### src/hw/rtl/i2cms_pkg.sv
`timescale 1ns / 1ps
package i2cms_pkg;

  // Default depth of the write buffer.
  localparam int unsigned BUFFER_SIZE_DEF = 32;

  typedef enum logic [1:0] {
    OP_LOAD  = 2'd0,
    OP_START = 2'd1,
    OP_EVENT = 2'd2,
    OP_NONE  = 2'd3
  } op_t;

  typedef enum logic [3:0] {
    PH_IDLE     = 4'd0,
    PH_REGISTER = 4'd1,
    PH_ADDRESS  = 4'd2,
    PH_WRITE    = 4'd3,
    PH_READ     = 4'd4,
    PH_SENT     = 4'd5,
    PH_RECEIVED = 4'd6,
    PH_ERROR    = 4'd7,
    PH_OVERFLOW = 4'd8
  } phase_t;

  typedef enum logic [2:0] {
    CMD_NONE      = 3'd0,
    CMD_ADDR      = 3'd1,
    CMD_DATA      = 3'd2,
    CMD_STOP      = 3'd3,
    CMD_NACK_STOP = 3'd4,
    CMD_ACK_NEXT  = 3'd5
  } cmd_t;

  // Bit positions inside bus_status.
  localparam int unsigned ST_ARB_LOST = 0;
  localparam int unsigned ST_WRITE    = 1;
  localparam int unsigned ST_READ     = 2;
  localparam int unsigned ST_NACK     = 3;

endpackage

### src/hw/rtl/i2cms_if.sv
`timescale 1ns / 1ps
interface i2cms_in_if;
  logic       valid;
  logic       ready;
  logic [1:0] op;
  logic [4:0] buf_index;
  logic [7:0] buf_byte;
  logic [6:0] dev_addr;
  logic [7:0] reg_addr;
  logic       use_register;
  logic       is_read;
  logic [7:0] byte_count;
  logic [3:0] bus_status;
  logic [7:0] bus_data;

  modport source (
    output valid, op, buf_index, buf_byte, dev_addr, reg_addr, use_register,
           is_read, byte_count, bus_status, bus_data,
    input  ready
  );
  modport sink (
    input  valid, op, buf_index, buf_byte, dev_addr, reg_addr, use_register,
           is_read, byte_count, bus_status, bus_data,
    output ready
  );
endinterface

interface i2cms_out_if;
  logic       valid;
  logic       ready;
  logic [2:0] cmd_kind;
  logic [7:0] cmd_byte;
  logic       rx_valid;
  logic [7:0] rx_byte;
  logic [4:0] rx_position;
  logic [3:0] xfer_status;

  modport source (
    output valid, cmd_kind, cmd_byte, rx_valid, rx_byte, rx_position, xfer_status,
    input  ready
  );
  modport sink (
    input  valid, cmd_kind, cmd_byte, rx_valid, rx_byte, rx_position, xfer_status,
    output ready
  );
endinterface

### src/hw/rtl/i2cms_buf.sv
`timescale 1ns / 1ps
module i2cms_buf
  import i2cms_pkg::*;
#(
  parameter int unsigned DEPTH = BUFFER_SIZE_DEF,
  parameter int unsigned AW    = (DEPTH > 1) ? $clog2(DEPTH) : 1
) (
  input  logic          clk,
  input  logic          we,
  input  logic [AW-1:0] waddr,
  input  logic [7:0]    wdata,
  input  logic          re,
  input  logic [AW-1:0] raddr,
  output logic [7:0]    rdata
);

  logic [7:0] mem [DEPTH];
  logic [7:0] rdata_r;

  always_ff @(posedge clk) begin
    if (we) begin
      mem[waddr] <= wdata;
    end
  end

  always_ff @(posedge clk) begin
    if (re) begin
      rdata_r <= mem[raddr];
    end
  end

  assign rdata = rdata_r;

endmodule

### src/hw/rtl/i2c_master_transaction_sequencer.sv
`timescale 1ns / 1ps
// I2C master transaction sequencer.
// Requests arrive on in_req: a load puts a byte into the write buffer, a start
// begins a plain or register write or read, and a bus event (flags plus the
// received byte) asks for the next controller command. Every request yields
// exactly one response on out_rsp: the command, an optional received byte with
// its index, and the transfer phase after the request.
// A request accepted at one edge shows its response after that edge. One
// request is taken every cycle unless a response is held; the write buffer is a
// single-port-read memory read in the accept cycle, and its registered read
// data forms part of the output stage, so no request waits on another.
// When the receiver stalls, the response stays registered and in_req.ready
// drops until it is taken; a response leaving frees the stage in the same cycle.
// Reset puts the phase to idle and clears lengths, positions and addresses.
// The buffer is not cleared; sending a byte that was never loaded is not
// meaningful and returns whatever the memory holds.
module i2c_master_transaction_sequencer
  import i2cms_pkg::*;
#(
  parameter int unsigned BUFFER_SIZE = BUFFER_SIZE_DEF
) (
  input  logic         clk,
  input  logic         rst_n,
  i2cms_in_if.sink     in_req,
  i2cms_out_if.source  out_rsp
);

  localparam int unsigned AW = (BUFFER_SIZE > 1) ? $clog2(BUFFER_SIZE) : 1;
  localparam logic [7:0] BUF_SIZE8 = 8'(BUFFER_SIZE);

  // Transfer state kept in flip-flops.
  phase_t     phase_r, phase_nxt;
  logic [6:0] target_r, target_nxt;
  logic [7:0] regbyte_r, regbyte_nxt;
  logic [7:0] wlen_r, wlen_nxt;
  logic [7:0] rlen_r, rlen_nxt;
  logic [7:0] wpos_r, wpos_nxt;
  logic [7:0] rpos_r, rpos_nxt;

  // Output stage. When use_mem_r is set, the command byte comes from the
  // buffer read data, which is registered inside the memory.
  logic       out_valid_r, out_valid_nxt;
  cmd_t       kind_r, kind_nxt;
  logic [7:0] cbyte_r, cbyte_nxt;
  logic       use_mem_r, use_mem_nxt;
  logic       rxv_r, rxv_nxt;
  logic [7:0] rxb_r, rxb_nxt;
  logic [4:0] rxp_r, rxp_nxt;
  phase_t     status_r;

  logic       in_fire;
  logic       mem_we, mem_re;
  logic [7:0] load_idx;
  logic [7:0] mem_rdata;
  logic [7:0] rpos_inc;
  logic [3:0] st;

  assign in_req.ready = !out_valid_r || out_rsp.ready;
  assign in_fire      = in_req.valid && in_req.ready;
  assign load_idx     = {3'b000, in_req.buf_index};
  assign rpos_inc     = rpos_r + 8'd1;
  assign st           = in_req.bus_status;

  i2cms_buf #(
    .DEPTH (BUFFER_SIZE),
    .AW    (AW)
  ) u_buf (
    .clk   (clk),
    .we    (mem_we),
    .waddr (load_idx[AW-1:0]),
    .wdata (in_req.buf_byte),
    .re    (mem_re),
    .raddr (wpos_r[AW-1:0]),
    .rdata (mem_rdata)
  );

  always_ff @(posedge clk) begin
    if (!rst_n) begin
      phase_r     <= PH_IDLE;
      target_r    <= '0;
      regbyte_r   <= '0;
      wlen_r      <= '0;
      rlen_r      <= '0;
      wpos_r      <= '0;
      rpos_r      <= '0;
      out_valid_r <= 1'b0;
    end else begin
      phase_r     <= phase_nxt;
      target_r    <= target_nxt;
      regbyte_r   <= regbyte_nxt;
      wlen_r      <= wlen_nxt;
      rlen_r      <= rlen_nxt;
      wpos_r      <= wpos_nxt;
      rpos_r      <= rpos_nxt;
      out_valid_r <= out_valid_nxt;
    end
  end

  always_ff @(posedge clk) begin
    if (in_fire) begin
      kind_r    <= kind_nxt;
      cbyte_r   <= cbyte_nxt;
      use_mem_r <= use_mem_nxt;
      rxv_r     <= rxv_nxt;
      rxb_r     <= rxb_nxt;
      rxp_r     <= rxp_nxt;
      status_r  <= phase_nxt;
    end
  end

  // Next state and response for the accepted request.
  always_comb begin
    phase_nxt     = phase_r;
    target_nxt    = target_r;
    regbyte_nxt   = regbyte_r;
    wlen_nxt      = wlen_r;
    rlen_nxt      = rlen_r;
    wpos_nxt      = wpos_r;
    rpos_nxt      = rpos_r;
    kind_nxt      = CMD_NONE;
    cbyte_nxt     = 8'd0;
    use_mem_nxt   = 1'b0;
    rxv_nxt       = 1'b0;
    rxb_nxt       = 8'd0;
    rxp_nxt       = 5'd0;
    mem_we        = 1'b0;
    mem_re        = 1'b0;
    out_valid_nxt = out_valid_r && !out_rsp.ready;

    if (in_fire) begin
      out_valid_nxt = 1'b1;
      case (op_t'(in_req.op))
        OP_LOAD: begin
          mem_we = load_idx < BUF_SIZE8;
        end
        OP_START: begin
          target_nxt  = in_req.dev_addr;
          wpos_nxt    = 8'd0;
          rpos_nxt    = 8'd0;
          regbyte_nxt = in_req.use_register ? in_req.reg_addr : 8'd0;
          if (in_req.is_read) begin
            wlen_nxt = 8'd0;
            rlen_nxt = in_req.byte_count;
          end else begin
            rlen_nxt = 8'd0;
            wlen_nxt = (in_req.byte_count > BUF_SIZE8) ? BUF_SIZE8 : in_req.byte_count;
          end
          kind_nxt = CMD_ADDR;
          if (in_req.use_register) begin
            phase_nxt = PH_REGISTER;
            cbyte_nxt = {in_req.dev_addr, 1'b0};
          end else if (in_req.is_read) begin
            phase_nxt = PH_READ;
            cbyte_nxt = {in_req.dev_addr, 1'b1};
          end else begin
            phase_nxt = PH_WRITE;
            cbyte_nxt = {in_req.dev_addr, 1'b0};
          end
        end
        OP_EVENT: begin
          if (st[ST_ARB_LOST]) begin
            phase_nxt = PH_ERROR;
            kind_nxt  = CMD_STOP;
          end else if (st[ST_WRITE]) begin
            if (st[ST_NACK]) begin
              phase_nxt = PH_ERROR;
              kind_nxt  = CMD_STOP;
            end else if (phase_r == PH_REGISTER) begin
              phase_nxt = (rlen_r != 8'd0) ? PH_ADDRESS : PH_WRITE;
              kind_nxt  = CMD_DATA;
              cbyte_nxt = regbyte_r;
            end else if (phase_r == PH_ADDRESS) begin
              phase_nxt = PH_READ;
              kind_nxt  = CMD_ADDR;
              cbyte_nxt = {target_r, 1'b1};
            end else if (phase_r == PH_WRITE) begin
              // The write length is already clamped to the buffer depth.
              if (wpos_r < wlen_r) begin
                mem_re      = 1'b1;
                use_mem_nxt = 1'b1;
                wpos_nxt    = wpos_r + 8'd1;
                kind_nxt    = CMD_DATA;
              end else begin
                phase_nxt = PH_SENT;
                kind_nxt  = CMD_STOP;
              end
            end
          end else if (st[ST_READ]) begin
            if (phase_r != PH_READ) begin
              phase_nxt = PH_ERROR;
              kind_nxt  = CMD_STOP;
            end else if (rpos_r >= BUF_SIZE8) begin
              phase_nxt = PH_OVERFLOW;
              kind_nxt  = CMD_NACK_STOP;
            end else begin
              rpos_nxt = rpos_inc;
              rxv_nxt  = 1'b1;
              rxb_nxt  = in_req.bus_data;
              rxp_nxt  = rpos_r[4:0];
              if (rpos_inc < rlen_r) begin
                kind_nxt = CMD_ACK_NEXT;
              end else begin
                phase_nxt = PH_RECEIVED;
                kind_nxt  = CMD_NACK_STOP;
              end
            end
          end else begin
            phase_nxt = PH_ERROR;
            kind_nxt  = CMD_STOP;
          end
        end
        default: begin
        end
      endcase
    end
  end

  assign out_rsp.valid       = out_valid_r;
  assign out_rsp.cmd_kind    = kind_r;
  assign out_rsp.cmd_byte    = use_mem_r ? mem_rdata : cbyte_r;
  assign out_rsp.rx_valid    = rxv_r;
  assign out_rsp.rx_byte     = rxb_r;
  assign out_rsp.rx_position = rxp_r;
  assign out_rsp.xfer_status = status_r;

endmodule

### src/flat_wrapper.sv
// flat-port wrapper written by rule: the top's interface ports become plain ports
module i2c_master_transaction_sequencer_flat import i2cms_pkg::*;
#(
  parameter int unsigned BUFFER_SIZE = BUFFER_SIZE_DEF
)
  (clk, rst_n, in_req_valid, in_req_op, in_req_buf_index, in_req_buf_byte, in_req_dev_addr, in_req_reg_addr, in_req_use_register, in_req_is_read, in_req_byte_count, in_req_bus_status, in_req_bus_data, in_req_ready, out_rsp_valid, out_rsp_cmd_kind, out_rsp_cmd_byte, out_rsp_rx_valid, out_rsp_rx_byte, out_rsp_rx_position, out_rsp_xfer_status, out_rsp_ready);
  i2cms_in_if in_req_i ();
  i2cms_out_if out_rsp_i ();
  input  logic clk;
  input  logic rst_n;
  input wire logic [$bits(in_req_i.valid)-1:0] in_req_valid;
  input wire logic [$bits(in_req_i.op)-1:0] in_req_op;
  input wire logic [$bits(in_req_i.buf_index)-1:0] in_req_buf_index;
  input wire logic [$bits(in_req_i.buf_byte)-1:0] in_req_buf_byte;
  input wire logic [$bits(in_req_i.dev_addr)-1:0] in_req_dev_addr;
  input wire logic [$bits(in_req_i.reg_addr)-1:0] in_req_reg_addr;
  input wire logic [$bits(in_req_i.use_register)-1:0] in_req_use_register;
  input wire logic [$bits(in_req_i.is_read)-1:0] in_req_is_read;
  input wire logic [$bits(in_req_i.byte_count)-1:0] in_req_byte_count;
  input wire logic [$bits(in_req_i.bus_status)-1:0] in_req_bus_status;
  input wire logic [$bits(in_req_i.bus_data)-1:0] in_req_bus_data;
  output wire logic [$bits(in_req_i.ready)-1:0] in_req_ready;
  output wire logic [$bits(out_rsp_i.valid)-1:0] out_rsp_valid;
  output wire logic [$bits(out_rsp_i.cmd_kind)-1:0] out_rsp_cmd_kind;
  output wire logic [$bits(out_rsp_i.cmd_byte)-1:0] out_rsp_cmd_byte;
  output wire logic [$bits(out_rsp_i.rx_valid)-1:0] out_rsp_rx_valid;
  output wire logic [$bits(out_rsp_i.rx_byte)-1:0] out_rsp_rx_byte;
  output wire logic [$bits(out_rsp_i.rx_position)-1:0] out_rsp_rx_position;
  output wire logic [$bits(out_rsp_i.xfer_status)-1:0] out_rsp_xfer_status;
  input wire logic [$bits(out_rsp_i.ready)-1:0] out_rsp_ready;
  assign in_req_i.valid = in_req_valid;
  assign in_req_i.op = in_req_op;
  assign in_req_i.buf_index = in_req_buf_index;
  assign in_req_i.buf_byte = in_req_buf_byte;
  assign in_req_i.dev_addr = in_req_dev_addr;
  assign in_req_i.reg_addr = in_req_reg_addr;
  assign in_req_i.use_register = in_req_use_register;
  assign in_req_i.is_read = in_req_is_read;
  assign in_req_i.byte_count = in_req_byte_count;
  assign in_req_i.bus_status = in_req_bus_status;
  assign in_req_i.bus_data = in_req_bus_data;
  assign in_req_ready = in_req_i.ready;
  assign out_rsp_valid = out_rsp_i.valid;
  assign out_rsp_cmd_kind = out_rsp_i.cmd_kind;
  assign out_rsp_cmd_byte = out_rsp_i.cmd_byte;
  assign out_rsp_rx_valid = out_rsp_i.rx_valid;
  assign out_rsp_rx_byte = out_rsp_i.rx_byte;
  assign out_rsp_rx_position = out_rsp_i.rx_position;
  assign out_rsp_xfer_status = out_rsp_i.xfer_status;
  assign out_rsp_i.ready = out_rsp_ready;
  i2c_master_transaction_sequencer #(.BUFFER_SIZE(BUFFER_SIZE)) u_core (.clk(clk), .rst_n(rst_n), .in_req(in_req_i), .out_rsp(out_rsp_i));
endmodule
### config.mk
export PLATFORM = sky130hd
export DESIGN_NAME = i2c_master_transaction_sequencer_flat
export DESIGN_NICKNAME = d
export VERILOG_FILES = /design/src/hw/rtl/i2cms_pkg.sv /design/src/hw/rtl/i2cms_if.sv /design/src/hw/rtl/i2cms_buf.sv /design/src/hw/rtl/i2c_master_transaction_sequencer.sv /design/src/flat_wrapper.sv
export SDC_FILE = /design/constraint.sdc
export NUM_CORES = 1
export LEC_CHECK = 0
export BUFFER_PORTS_ARGS = -buffer_cell sky130_fd_sc_hd__buf_2
export CAP_MARGIN = 5
export CORE_AREA = 2 2 199 162
export DETAILED_ROUTE_END_ITERATION = 12
export DIE_AREA = 0 0 201 164
export SLEW_MARGIN = 25
export SYNTH_ARGS = -nofsm -noshare
export SYNTH_HDL_FRONTEND = slang
export SYNTH_SLANG_ARGS = --single-unit
### constraint.sdc
create_clock -name clk -period 4.8 [get_ports clk]
set_input_delay 0.24 -clock clk [delete_from_list [all_inputs] [get_ports clk]]
set_output_delay 0.24 -clock clk [all_outputs]
set_load 0.01 [all_outputs]
==> flow_summary.ini <==
[worst_setup_path]
r2r_slack_ns = 1.82
reg2reg_from = u_core.wpos_r[2]
crit_fanout = 21
r2r-end = u_core.u_buf.rdata[3]
worstSetupEndpointType = flop
cp.required_ns = 5.02
critPathKind = reg2reg
worstPathArrival_ns = 3.20
rr_worst_depth = 8
cp-start-kind = flop

[timing]
fin_skew_ns = 0.0200
setup-violations-final = 0
fmax_ghz = 0.335
slew_viol_final = 0
hold_viol = 0
tightestPinTransition_ns = 0.949
holdWs_ns = 0.0241
slew-limit-headroom = 0.365
fin_tns_setup_ns = 0
fin_ws_ns = 1.82
grt_setup_unrepaired = false
fin_crit_sh = 0.622
fin_crit_ns = 2.98

[clock_tree]
cts_buffer_depth = 3
cts.clk_slew.worst_paths_ns = 0.06
postCtsSetupBuffers = 0
numCtsBuffers = 36
cts_root_buf = clkbuf_16
cts_resized = 0
cts_sinks = 346
clock_latency_ns = 0.53
cts_tree = done
htree_num_levels = 2

[finish]
antenna_cells = 0
final_cell_mix = edfxtp_1 (294), buf_2 (86), mux4_2 (80)
layout_commonest_cell = edfxtp_1
multi_input_area_um2 = 4140
register_area_um2 = 9880
drive_gt1_frac = 0.244
filler_cell_count = 2514
finalInstanceArea_um2 = 16500
area_delta_synth_final_pct = 15.3
finalNetCount = 1057

[route]
vias = 8108
wl_um = 35300
ant_nets = 0
drt-wirelength-per-cell_um = 24.7
drc = 0
drt-initial-drc-count = 859
drt-pass1-iter-count = 5
viasPerCell = 5.68

[power_and_ir_drop]
internal_power_w = 0.00493
switchingPower_w = 0.00130
comb_power_share = 0.036
netSwitchingFraction = 0.209
p_leak_nw = 5.35
irDropWorstVdd_v = 0.000326
clockPowerShare = 0.435
power_density_nw_per_um2 = 377
power_w = 0.00623
pwr-share-seq = 0.529

[logic_synthesis]
synth_area_leader_cell = edfxtp_1
synthTopCellsByArea = edfxtp_1 (62%), mux4_2 (13%), dfxtp_1 (7.3%)
yosysUniqueCellTypes = 58
synth_edf_count = 294
yosysTopAreaCellShare = 0.617
synthFlopType = edfxtp_1
ys_seq_elements = 346
synth-seq-area-share = 0.690
synth_fp_nets = 949
synthCells = 873
syn-cell-area_um2 = 14300
ys_warn_count = 0
synthArstFlopShare = 0
syn_avg_cell_area_um2 = 16.4

[status]
run_status = complete, no violations

[floorplanning]
die_y_um = 164
initial_utilization = 0.462
die-area_um2 = 33000
ios = 87
die_x_um = 201
fp-row-count = 58
coreArea_um2 = 31000

[grt]
track_usage = 0.218
antenna_found_initial = 0
grt_pass1_wl_um = 52400
gr-total-overflow = 0
grt_pass1_vias = 7932
grt_max_degree = 49

[min_path]
hold_start = in_req_reg_addr[7]
hp-class = in2reg
min_path_cells = 3
hold_end = u_core.regbyte_r[7]

[run]
max-cap-violations = 0

[placement]
gp_congestion = 0.825
io_buffers = 86
placedInstanceArea_um2 = 15100
dpl_worst_slack_ns = 1.89
place_hpwl_um = 23000
-- sequential cells by signal, summed over array words and instances (netlist names) --
name / count
u_core.out_rsp.valid: 1
u_core.phase_r: 4
u_core.u_buf.rdata: 8
u_core.u_buf.mem: 256
u_core.rpos_r: 8
u_core.rlen_r: 8
u_core.out_rsp.rx_byte: 8
u_core.use_mem_r: 1
u_core.out_rsp.rx_valid: 1
u_core.wpos_r: 8
u_core.regbyte_r: 8
u_core.target_r: 7
u_core.wlen_r: 8
u_core.out_rsp.cmd_kind: 3
u_core.out_rsp.rx_position: 5
u_core.cbyte_r: 8
u_core.out_rsp.xfer_status: 4
-- critical path, stage by stage (launching register included) --
cell	delay, ns
dfxtp_1	0.30
buf_4	0.41
ha_1	0.33
a211oi_1	0.23
o21ai_1	0.09
a21oi_1	0.53
nand2_1	0.31
nor3_1	0.23
buf_4	0.24
-- Yosys cell counts, types with 16 or more instances --
cell type,instances
a21boi_1,29
and2_1,25
clkbuf_1,29
dfxtp_1,52
edfxtp_1,294
ha_1,20
inv_1,22
mux2_2,16
mux4_2,80
nand2_1,66
nand3_1,25
nor2_1,49
nor2b_1,16
o21ai_1,16
-- power by group through the flow --
stage	Clock [W]	Combinational [W]	Sequential [W]
6_report	0.00271	0.000222	0.00329
5_1_grt	0.00287	0.000242	0.00329
4_1_cts	0.00276	0.000221	0.00329
3_5_place_dp	0	0.000207	0.00336
3_3_place_gp	0	0.000206	0.00336
2_1_floorplan	0	0.0000838	0.00336
-- kinds of logic after synthesis --
| family | Yosys count | share of synthesized area |
|---|---|---|
| flip-flops | 346 | 0.690 |
| AND/OR/NAND/NOR | 233 | 0.0811 |
| AO/OA/AOI/OAI | 98 | 0.0457 |
| multiplexers | 97 | 0.139 |
| buffers and inverters | 70 | 0.0212 |
| adder cells (fa/ha/maj) | 20 | 0.0175 |
| XOR/XNOR | 9 | 0.00551 |
-- how the worst max path moves through the flow --
stage / from / endpoint / slack (ns) / cells after the start
floorplan: u_core.wlen_r[2] / u_core.u_buf.rdata[0] / 2.36 / 7
global placement: u_core.wpos_r[2] / u_core.u_buf.rdata[4] / 1.92 / 8
detailed placement: u_core.wpos_r[2] / u_core.u_buf.rdata[4] / 1.89 / 8
CTS: u_core.wpos_r[2] / u_core.u_buf.rdata[3] / 1.87 / 8
global route: u_core.wpos_r[2] / u_core.u_buf.rdata[5] / 1.56 / 8
finish: u_core.wpos_r[2] / u_core.u_buf.rdata[3] / 1.82 / 8
-- layer usage --
layer	global-route usage	part of all wire
met4	0.0673	0.022
met2	0.318	0.44
met5	0	0
met3	0.0502	0.077
met1	0.327	0.46
-- metrics by stage --
step           std cells  utilization
3_3_place_gp        1341        0.488
6_report            1428        0.532
3_5_place_dp        1341        0.488
2_1_floorplan        873            -
4_1_cts             1428        0.532
5_1_grt             1428        0.532
-- timing repair --
action / CTS / global route
hold endpoints to repair: 22 / 0
setup endpoints to repair: 0 / 0
hold buffers: 22 / 0
-- layout make-up --
class                           instances  share of cell area
Multi-Input combinational cell        457               0.251
Sequential cell                       346               0.599
Timing Repair Buffer                  116              0.0438
Clock buffer                           41              0.0570
Inverter                               24             0.00546
Tap cell                              420              0.0319
Clock inverter                         24              0.0122
No activity file was read; power rests on OpenSTA's default activity.
